===== src/hdl/npcs_pkg.sv =====
package npcs_pkg;

    localparam int PALETTE_ENTRIES = 256;
    localparam int NUM_CELLS       = PALETTE_ENTRIES - 1;
    localparam int IDX_W           = 8;
    localparam int CH_W            = 8;
    localparam int SQ_W            = 2 * CH_W;
    localparam int DIST_W          = 18;

    localparam logic MODE_LOAD  = 1'b0;
    localparam logic MODE_PIXEL = 1'b1;

    localparam logic [DIST_W-1:0] DIST_LIMIT = 18'd195075;
    localparam logic [DIST_W-1:0] DIST_NONE  = '1;

    typedef struct packed {
        logic              mode;
        logic [IDX_W-1:0]  entry_index;
        logic [CH_W-1:0]   red;
        logic [CH_W-1:0]   green;
        logic [CH_W-1:0]   blue;
        logic [IDX_W-1:0]  best_idx;
        logic [DIST_W-1:0] best_dist;
        logic [DIST_W-1:0] cand_dist;
    } t_item;

    typedef struct packed {
        logic  valid;
        t_item item;
    } t_flow;

    function automatic logic [SQ_W-1:0] sq_diff(input logic [CH_W-1:0] a,
                                                input logic [CH_W-1:0] b);
        logic [CH_W-1:0] d;
        d = (a >= b) ? (a - b) : (b - a);
        return SQ_W'(d) * SQ_W'(d);
    endfunction

endpackage


===== src/hdl/npcs_out.sv =====
module npcs_out import npcs_pkg::*; (
    input  logic              i_clk,
    input  logic              i_rst_n,
    input  t_flow             i_flow,
    input  logic              i_ready,
    output logic              o_advance,
    output logic              o_valid,
    output logic [IDX_W-1:0]  o_color_index,
    output logic [DIST_W-1:0] o_best_distance
);

    logic              r_valid;
    logic [IDX_W-1:0]  r_idx;
    logic [DIST_W-1:0] r_dist;
    logic [IDX_W-1:0]  n_idx;
    logic [DIST_W-1:0] n_dist;

    assign o_advance = !r_valid || i_ready;

    always_comb begin
        n_idx  = i_flow.item.best_idx;
        n_dist = i_flow.item.best_dist;
        if (i_flow.item.cand_dist < i_flow.item.best_dist) begin
            n_idx  = IDX_W'(NUM_CELLS);
            n_dist = i_flow.item.cand_dist;
        end
    end

    always_ff @(posedge i_clk) begin
        if (!i_rst_n) begin
            r_valid <= 1'b0;
        end else if (o_advance) begin
            r_valid <= i_flow.valid && i_flow.item.mode == MODE_PIXEL;
        end
    end

    always_ff @(posedge i_clk) begin
        if (o_advance) begin
            r_idx  <= n_idx;
            r_dist <= n_dist;
        end
    end

    assign o_valid         = r_valid;
    assign o_color_index   = r_idx;
    assign o_best_distance = r_dist;

`ifndef NO_ASSERTIONS
    a_idx_nonzero: assert property (@(posedge i_clk) disable iff (!i_rst_n)
        r_valid |-> r_idx != '0)
        else $error("entry zero chosen");

    a_dist_range: assert property (@(posedge i_clk) disable iff (!i_rst_n)
        r_valid |-> r_dist <= DIST_LIMIT)
        else $error("distance out of range");

    a_pixel_result: assert property (@(posedge i_clk) disable iff (!i_rst_n)
        (o_advance && i_flow.valid && i_flow.item.mode == MODE_PIXEL) |=> r_valid)
        else $error("pixel request lost at chain end");
`endif

endmodule


===== config.mk =====
export PLATFORM = sky130hd
export DESIGN_NAME = npcs_out
export DESIGN_NICKNAME = d
export VERILOG_FILES = /design/src/hdl/npcs_pkg.sv /design/src/hdl/npcs_out.sv
export SDC_FILE = /design/constraint.sdc
export NUM_CORES = 1
export LEC_CHECK = 0
export BUFFER_PORTS_ARGS = -buffer_cell sky130_fd_sc_hd__buf_4
export CAP_MARGIN = 30
export CORE_MARGIN = 2
export CORE_UTILIZATION = 30
export DETAILED_ROUTE_END_ITERATION = 10
export SYNTH_ARGS = -nofsm -noshare
export SYNTH_HDL_FRONTEND = slang
export SYNTH_SLANG_ARGS = --single-unit
export TNS_END_PERCENT = 5

===== constraint.sdc =====
create_clock -name i_clk -period 2.99 [get_ports i_clk]
set_input_delay 0.4485 -clock i_clk [delete_from_list [all_inputs] [get_ports i_clk]]
set_output_delay 0.4485 -clock i_clk [all_outputs]
set_load 0.005 [all_outputs]

==> results.cfg <==
[power_and_ir_drop]
pwr-share-comb_pct = 27.5
peakVddDrop_mv = 0.1734
sw_frac_of_total_pct = 23.43
p_leak_nw = 1.103
clock_power_share_pct = 22.3
power_uw = 942.9
p_seq_share_pct = 50.2
p_int_uw = 722.0
power_switching_uw = 220.9
power_density_nw_per_um2 = 408.0

[placement]
port_buffers = 76
dp.cells = 265
gp_congestion = 0.6667
detailed_place_hpwl_mm = 2.580
post-place-ws_ns = 0.4364

[setup_path]
cp_max_fo = 15
path_buf_inv = 2
cp.required_ns = 3.02
cp_slowest_cell = mux2_2
cp_common_cell = buf_4
reg2reg_slack_ns = 2.04
worstReg2RegStart = o_valid
r2r-end = o_color_index[2]
critical-path-top-delay-family = compound AO/OA/AOI/OAI gates
path_cells = buf_4 > ha_1 > a21o_1 > a21oi_1 > o21ai_0 > a211oi_4 > buf_4 > mux2_2
start_kind = input port
cp.arrival_ns = 2.27
worstRegToRegCells = 2
critPathKind = input port to flop
worst_path_largest_cell_delay_ns = 0.36
crit_path_end_kind = flop

[hold_path]
min_path_cells = 2
hp-start = i_flow[41]
hold_path.class = input port to flop
min_to = o_color_index[5]

[logic_synthesis]
synth.largest_area_cell = edfxtp_1
syn_area_um2 = 1600
synth_warnings = 0
yosysMostFrequentCell = edfxtp_1
synth-seq-cells = 27
synth_ff_type = edfxtp_1
yosysUniqueCellTypes = 24
synth_edf_count = 26
netlist_instances = 117
async_flop_share_pct = 0
syn_avg_cell_area_um2 = 13.68
synth_top_area_share_pct = 48.79
synth_nets = 215
yosysSeqAreaShare_pct = 50.04
synth.area.top_cells = edfxtp_1 49%, ha_1 13%, mux2_4 11%
synth_commonest_cells = 26 x edfxtp_1, 18 x inv_1, 17 x ha_1, 12 x mux2_4, 8 x or2_1

[floorplanning]
die_area_um2 = 5934
num_io_pins = 109
die_w_um = 77.04
placementRows = 26
initial_utilization_pct = 31.13
chipHeight_um = 77.04
core-area_um2 = 5140

[clock_tree]
cts_sinks = 27
cts.reportedPaths.clkPinSlew_ns = 0.09
ctsHoldBuffers = 0
clk_path_buf_depth = 2
cts_inserted_buffers = 3
cts-resized-gates = 0
cts_tree = yes
h-tree-depth = 1
postCtsSetupRepairBufs = 0
clk_latency_ns = 0.27
root_buffer = clkbuf_8

[finish]
area_delta_synth_final_pct = 44.41
drive_gt1_share_pct = 53.27
fin_util_pct = 44.96
fin_nets = 298
fin_cells = 269
antenna_cells = 0

[route]
dr_total_vias = 1128
drcViolationCount = 0
drt_iter0_drc = 11
via_per_inst = 4.193
drt_pass1_iterations = 2
antenna_left = 0
wl_per_cell_um = 11.67
wl_mm = 3.139

[run]
cap_viol_max_count = 0

[sta]
period_share_pct = 75.03
rsz0062_at_grt = no
fmax_mhz = 445.7
finalSetupViolations = 0
fin_ws_ns = 0.7465
tightest_slew_ns = 0.3979
hold_viol = 0
fin_tns_setup_ns = 0
finalMaxSlewViolations = 0
min_period_ns = 2.243
clock_skew_ns = 0.004745
max_slew_margin_pct = 73.39

[global_route]
grt_pass1_vias = 1178
grt_overflow = 0
grt_first_pass_wirelength_mm = 5.278
grt_usage_pct = 11.17
grt_max_degree = 16
antenna_found_initial = 0

[outcome]
outcome = finished clean
-- worst max-delay path by stage --
stage,endpoint,startpoint,slack [ns],cells after the start
after floorplan,o_best_distance[10],i_flow[31],0.58,8
after global placement,o_best_distance[2],i_flow[13],0.47,8
after detailed placement,o_best_distance[2],i_flow[13],0.44,8
after CTS,o_best_distance[1],i_flow[13],0.74,8
after global routing,o_best_distance[2],i_flow[13],0.67,8
final,o_best_distance[1],i_flow[13],0.75,8
-- state kept, by name, indices dropped and copies added, names as in the netlist --
register / cells
o_color_index: 8
o_valid: 1
o_best_distance: 18
-- logic make-up (layout without fill, tap and decap cells) --
group | count (synthesis) | in the layout | share of synthesized area [%]
buffers and inverters | 20 | 102 | 5.629
multiplexers | 18 | 18 | 15.48
adder cells (fa/ha/maj) | 17 | 17 | 13.29
AO/OA/AOI/OAI | 17 | 17 | 7.740
flip-flops | 27 | 27 | 50.04
AND/OR/NAND/NOR | 18 | 18 | 7.819
-- stage by stage --
step	cell area [um^2]	hold WS, ns
2_1_floorplan	1600	0.5959
3_3_place_gp	2266	0.7053
3_5_place_dp	2266	0.7095
4_1_cts	2311	0.4205
5_1_grt	2311	0.4219
6_report	2311	0.4302
-- layout make-up --
type                       count  area (um^2)
sequential                    27        800.8
timing repair buffer          80        600.6
clock buffer                   4        45.04
multi-input combinational     70        709.4
tap                           70        87.58
fill                         514         2829
inverter                      18        67.56
-- power by group through the flow --
| stage | Clock (mW) | Sequential, mW | Combinational, mW |
|---|---|---|---|
| after floorplan | 0 | 0.489 | 0.124 |
| after global placement | 0 | 0.482 | 0.263 |
| after detailed placement | 0 | 0.482 | 0.264 |
| after CTS | 0.222 | 0.474 | 0.265 |
| after global routing | 0.235 | 0.478 | 0.288 |
| final | 0.210 | 0.473 | 0.260 |
-- layout by cell type (no fill, tap or decap), types with 2 or more instances in the layout --
cell,instances
nand2_1,4
nand2b_1,2
a21o_1,2
o21a_1,2
a21oi_1,6
inv_1,18
edfxtp_1,26
mux2_4,12
ha_1,17
mux2_2,6
clkbuf_8,3
buf_4,80
or2_1,8
-- routing by layer --
layer  vias up  GRT usage [%]  share of wire (%)
met5         -              0                  0
met4         0          5.357                2.0
met3         6          4.118                 10
met2        49          17.37                 46
met1       489          13.70                 42
li1        584              -                  -
Note: power is estimated with default switching activity, not from simulation.
