**config.mk**
```make
export PLATFORM = sky130hd
export DESIGN_NAME = npcs_cell
export DESIGN_NICKNAME = d
export VERILOG_FILES = /design/src/hdl/npcs_pkg.sv /design/src/hdl/npcs_cell.sv
export SDC_FILE = /design/constraint.sdc
export NUM_CORES = 1
export LEC_CHECK = 0
export BUFFER_PORTS_ARGS = -buffer_cell sky130_fd_sc_hd__clkbuf_2
export CAP_MARGIN = 20
export CELL_PAD_IN_SITES_DETAIL_PLACEMENT = 0
export CELL_PAD_IN_SITES_GLOBAL_PLACEMENT = 1
export CORE_MARGIN = 4
export CORE_UTILIZATION = 50
export DETAILED_ROUTE_END_ITERATION = 8
export PLACE_DENSITY_LB_ADDON = 0.1
export SYNTH_ARGS = -nofsm -noshare
export SYNTH_HDL_FRONTEND = slang
export SYNTH_SLANG_ARGS = --single-unit
export TNS_END_PERCENT = 5
```
**constraint.sdc**
```tcl
create_clock -name i_clk -period 19.4 [get_ports i_clk]
set_clock_uncertainty 0.1 [all_clocks]
set_input_delay 0.97 -clock i_clk [delete_from_list [all_inputs] [get_ports i_clk]]
set_output_delay 0.97 -clock i_clk [all_outputs]
set_load 0.005 [all_outputs]
```
**src/hdl/npcs_pkg.sv**
```systemverilog
package npcs_pkg;

    localparam int PALETTE_ENTRIES = 256;
    localparam int NUM_CELLS       = PALETTE_ENTRIES - 1;
    localparam int IDX_W           = 8;
    localparam int CH_W            = 8;
    localparam int SQ_W            = 2 * CH_W;
    localparam int DIST_W          = 18;

    localparam logic MODE_LOAD  = 1'b0;
    localparam logic MODE_PIXEL = 1'b1;

    localparam logic [DIST_W-1:0] DIST_LIMIT = 18'd195075;
    localparam logic [DIST_W-1:0] DIST_NONE  = '1;

    typedef struct packed {
        logic              mode;
        logic [IDX_W-1:0]  entry_index;
        logic [CH_W-1:0]   red;
        logic [CH_W-1:0]   green;
        logic [CH_W-1:0]   blue;
        logic [IDX_W-1:0]  best_idx;
        logic [DIST_W-1:0] best_dist;
        logic [DIST_W-1:0] cand_dist;
    } t_item;

    typedef struct packed {
        logic  valid;
        t_item item;
    } t_flow;

    function automatic logic [SQ_W-1:0] sq_diff(input logic [CH_W-1:0] a,
                                                input logic [CH_W-1:0] b);
        logic [CH_W-1:0] d;
        d = (a >= b) ? (a - b) : (b - a);
        return SQ_W'(d) * SQ_W'(d);
    endfunction

endpackage

```
**src/hdl/npcs_cell.sv**
```systemverilog
module npcs_cell import npcs_pkg::*; (
    input  logic             i_clk,
    input  logic             i_rst_n,
    input  logic             i_advance,
    input  logic [IDX_W-1:0] i_cell_index,
    input  t_flow            i_flow,
    output t_flow            o_flow
);

    logic [3*CH_W-1:0] r_entry;
    logic              r_valid;
    t_item             r_item;
    t_item             n_item;
    logic [DIST_W-1:0] w_dist;

    assign w_dist = DIST_W'(sq_diff(i_flow.item.red,   r_entry[3*CH_W-1:2*CH_W]))
                  + DIST_W'(sq_diff(i_flow.item.green, r_entry[2*CH_W-1:CH_W]))
                  + DIST_W'(sq_diff(i_flow.item.blue,  r_entry[CH_W-1:0]));

    always_comb begin
        n_item           = i_flow.item;
        n_item.cand_dist = w_dist;
        if (i_flow.item.cand_dist < i_flow.item.best_dist) begin
            n_item.best_dist = i_flow.item.cand_dist;
            n_item.best_idx  = i_cell_index - IDX_W'(1);
        end
    end

    always_ff @(posedge i_clk) begin
        if (!i_rst_n) begin
            r_valid <= 1'b0;
        end else if (i_advance) begin
            r_valid <= i_flow.valid;
        end
    end

    always_ff @(posedge i_clk) begin
        if (i_advance) begin
            r_item <= n_item;
            if (i_flow.valid && i_flow.item.mode == MODE_LOAD
                    && i_flow.item.entry_index == i_cell_index) begin
                r_entry <= {i_flow.item.red, i_flow.item.green, i_flow.item.blue};
            end
        end
    end

    assign o_flow = '{valid: r_valid, item: r_item};

endmodule

```
==> summary.txt <==
CTS
  • CTS Root Buffer Type: clkbuf_16
  • CTS H-tree lvls: 3
  • Post-CTS Repair Setup Buffers: 0
  • Total CTS buffers: 9
  • Hold Buf Count CTS: 0
  • Cts repair resizes: 0
  • Clk pin slew, worst setup/hold paths: 80 ps
  • CTS Sinks: 102
  • Max Root-Sink Buffers: 2
  • Worst-Skew Late Latency: 360 ps
  • CTS tree: yes

STA
  • Minimum clock period after layout: 9492 ps
  • Max Fclk: 105.4 MHz
  • Final Max Tran Viols: 0
  • Slew headroom: 36.07%
  • Worst slew pin tran: 955.7 ps
  • RSZ-0062 raised after global routing: no
  • Setup TNS Final: 0 ps
  • Tcrit/Tclk final: 48.93%
  • Final Setup Violations: 0
  • Final hold vios: 0
  • Setup ws final: 9908 ps

Logic synthesis
  • Synthesis-stage register bit count: 102
  • Synth Cell Area: 11,380 sq um
  • Post-synthesis cell count: 1,077
  • Synth top area share: 26.64%
  • Post-synthesis sequential area ratio: 26.82%
  • Synthesized Nets: 1,446
  • Mean Syn Cell Area: 10.57 sq um
  • Ys async rst share: 0%
  • Largest area contributor in the netlist: edfxtp_1
  • Top post-synthesis cells by area: edfxtp_1, fa_1, ha_1
  • Yosys cell types: 61
  • Main synth FF type: edfxtp_1
  • Yosys warning total: 0
  • Post-synth EDFFs: 101

Floorplan
  • Die ar.: 25,250 sq um
  • Ports: 167
  • Die height: 158.9 microns
  • Die width: 158.9 microns
  • Initial core utilization: 51.53%
  • FP Rows: 54
  • Core area: 22,090 sq um

Worst setup path
  • Capture point of the worst reg-to-reg path: o_flow[16]$_DFFE_PP_
  • CP required: 19,410 ps
  • RR Startpoint: r_entry[0]$_DFFE_PP_
  • R2R depth: 26
  • Setup slack, reg-to-reg: 10,310 ps
  • Crit path launch type: input pin
  • Max FO, Critical Path: 13
  • CP Capture Type: register
  • CP arrival: 9500 ps
  • Crit Path Category: in2reg

GRT
  • Total track usage: 19.74%
  • First-pass GRT wire length: 40.73 mm
  • Largest net degree at the start of global routing: 43
  • Vias in the first global route: 8,140
  • Antenna violations before repair: 0
  • GRT overflow: 0

Place
  • Placed cell count: 1,513
  • I/O Buffers: 166
  • Pre-CTS WS: 9575 ps
  • GP Congestion: 0.8244
  • Final HPWL from detailed placement: 20.39 mm

Finish
  • Finished Layout Cells: 1,530
  • # diodes: 0
  • # nets final: 1,614
  • P&R area growth vs syn: 12.74%
  • Share of layout cells above drive strength 1: 19.12%
  • Core Util, Final: 58.09%

Worst hold path
  • Worst Hold Path EP: r_valid$_SDFFE_PN0P_
  • Worst Hold Launch: r_valid$_SDFFE_PN0P_
  • Hold Path Stages: 2
  • HP Class: reg2reg

Routing
  • Detailed Route WL: 23.99 mm
  • Via density: 4.948
  • Routed Antenna Nets: 0
  • Routed vias: 7,571
  • Routed len/inst: 15.68 microns
  • DRC errors left: 0
  • Initial DRC Count: 223
  • DRT Pass-1 Iters: 5

Job
  • Total of max-cap violations: 0

Status
  • Status: complete, no violations
## synth_stat cells, drive strengths merged (6+ instances only)
cell type,number
a21oi,42
nor2,91
o21bai,7
or2,8
nor3,7
nand2,27
nor2b,11
nand2b,22
inv,262
buf,12
ha,141
o21ai,23
clkbuf,7
mux2,26
a21o,22
mux2i,18
fa,139
xnor2,31
xor2,17
edfxtp,101
a31oi,6
## cells by family after synthesis
| family | share of synthesized area, % |
|---|---|
| AOI/OAI and AO/OA | 7.529 |
| xor gates and xnor gates | 3.957 |
| adders and majority gates | 39.94 |
| buffers and inverters | 9.584 |
| DFF | 26.82 |
| muxes | 4.187 |
| and+or+nand+nor | 7.990 |
## registers in the layout, indices dropped and copies added (netlist names)
register and cells:
r_entry 24, r_valid 1, o_flow 77
## routing by layer
layer  routed length, microns  GRT usage [%]
met4                      256          3.393
met5                        0              0
met1                    11050          26.98
met3                      941          3.603
met2                    11740          33.70
## worst max-delay path: stages
cell	delay [ps]
clkbuf_2	120
inv_1	50
ha_1	520
and4_1	300
a211o_1	300
a221oi_4	500
mux2i_1	280
xor2_1	770
nor2_1	230
fa_1	580
inv_1	60
fa_1	540
inv_1	50
fa_1	480
fa_1	570
fa_1	460
fa_1	560
inv_1	60
fa_1	540
inv_1	40
ha_1	330
and3_1	210
nand3_1	90
o21ai_0	80
a41o_1	240
a221o_1	330
a21oi_1	170
xnor2_1	80
## stage by stage
step | hold slack (ps) | cell area (sq um)
floorplan | 356.3 | 11380
CTS | 388.5 | 12830
finish | 384.2 | 12830
detailed placement | 375.4 | 12530
global placement | 369.4 | 12530
global route | 430.8 | 12830
## worst max path at each step
stage                          start                    to  slack [ps]
after global routing      i_flow[44]  o_flow[17]$_DFFE_PP_        9470
after global placement    i_flow[44]  o_flow[16]$_DFFE_PP_        9740
after floorplan           i_flow[44]  o_flow[16]$_DFFE_PP_       10500
final                     i_flow[44]  o_flow[16]$_DFFE_PP_        9910
after CTS                 i_flow[44]  o_flow[16]$_DFFE_PP_        9930
after detailed placement  i_flow[44]  o_flow[16]$_DFFE_PP_        9580
## layout by cell type (no fill, tap or decap), types with 6 or more instances in the layout
cell	count
xnor2_1	28
fa_1	139
nand2b_1	22
nand2_1	26
a21o_1	21
nor2b_1	11
o21ai_0	23
mux2_2	25
nor2_1	91
xor2_1	16
a31oi_1	6
nor3_1	7
ha_1	141
inv_1	259
mux2i_1	18
clkbuf_16	9
buf_4	11
a21oi_1	40
edfxtp_1	101
clkbuf_2	165
o21bai_1	7
## cell type report
type / instances / area [sq um]
Sequential cell: 102 / 3053
Multi-Input combinational cell: 694 / 7247
Tap cell: 280 / 350.3
Clock buffer: 10 / 229.0
Fill cell: 1972 / 9259
Clock inverter: 6 / 63.81
Timing Repair Buffer: 176 / 908.4
Inverter: 262 / 983.4
Power is left out: the tool's default activity adds up to more than one toggle a clock period on the data nets, which glitch-free logic cannot reach.
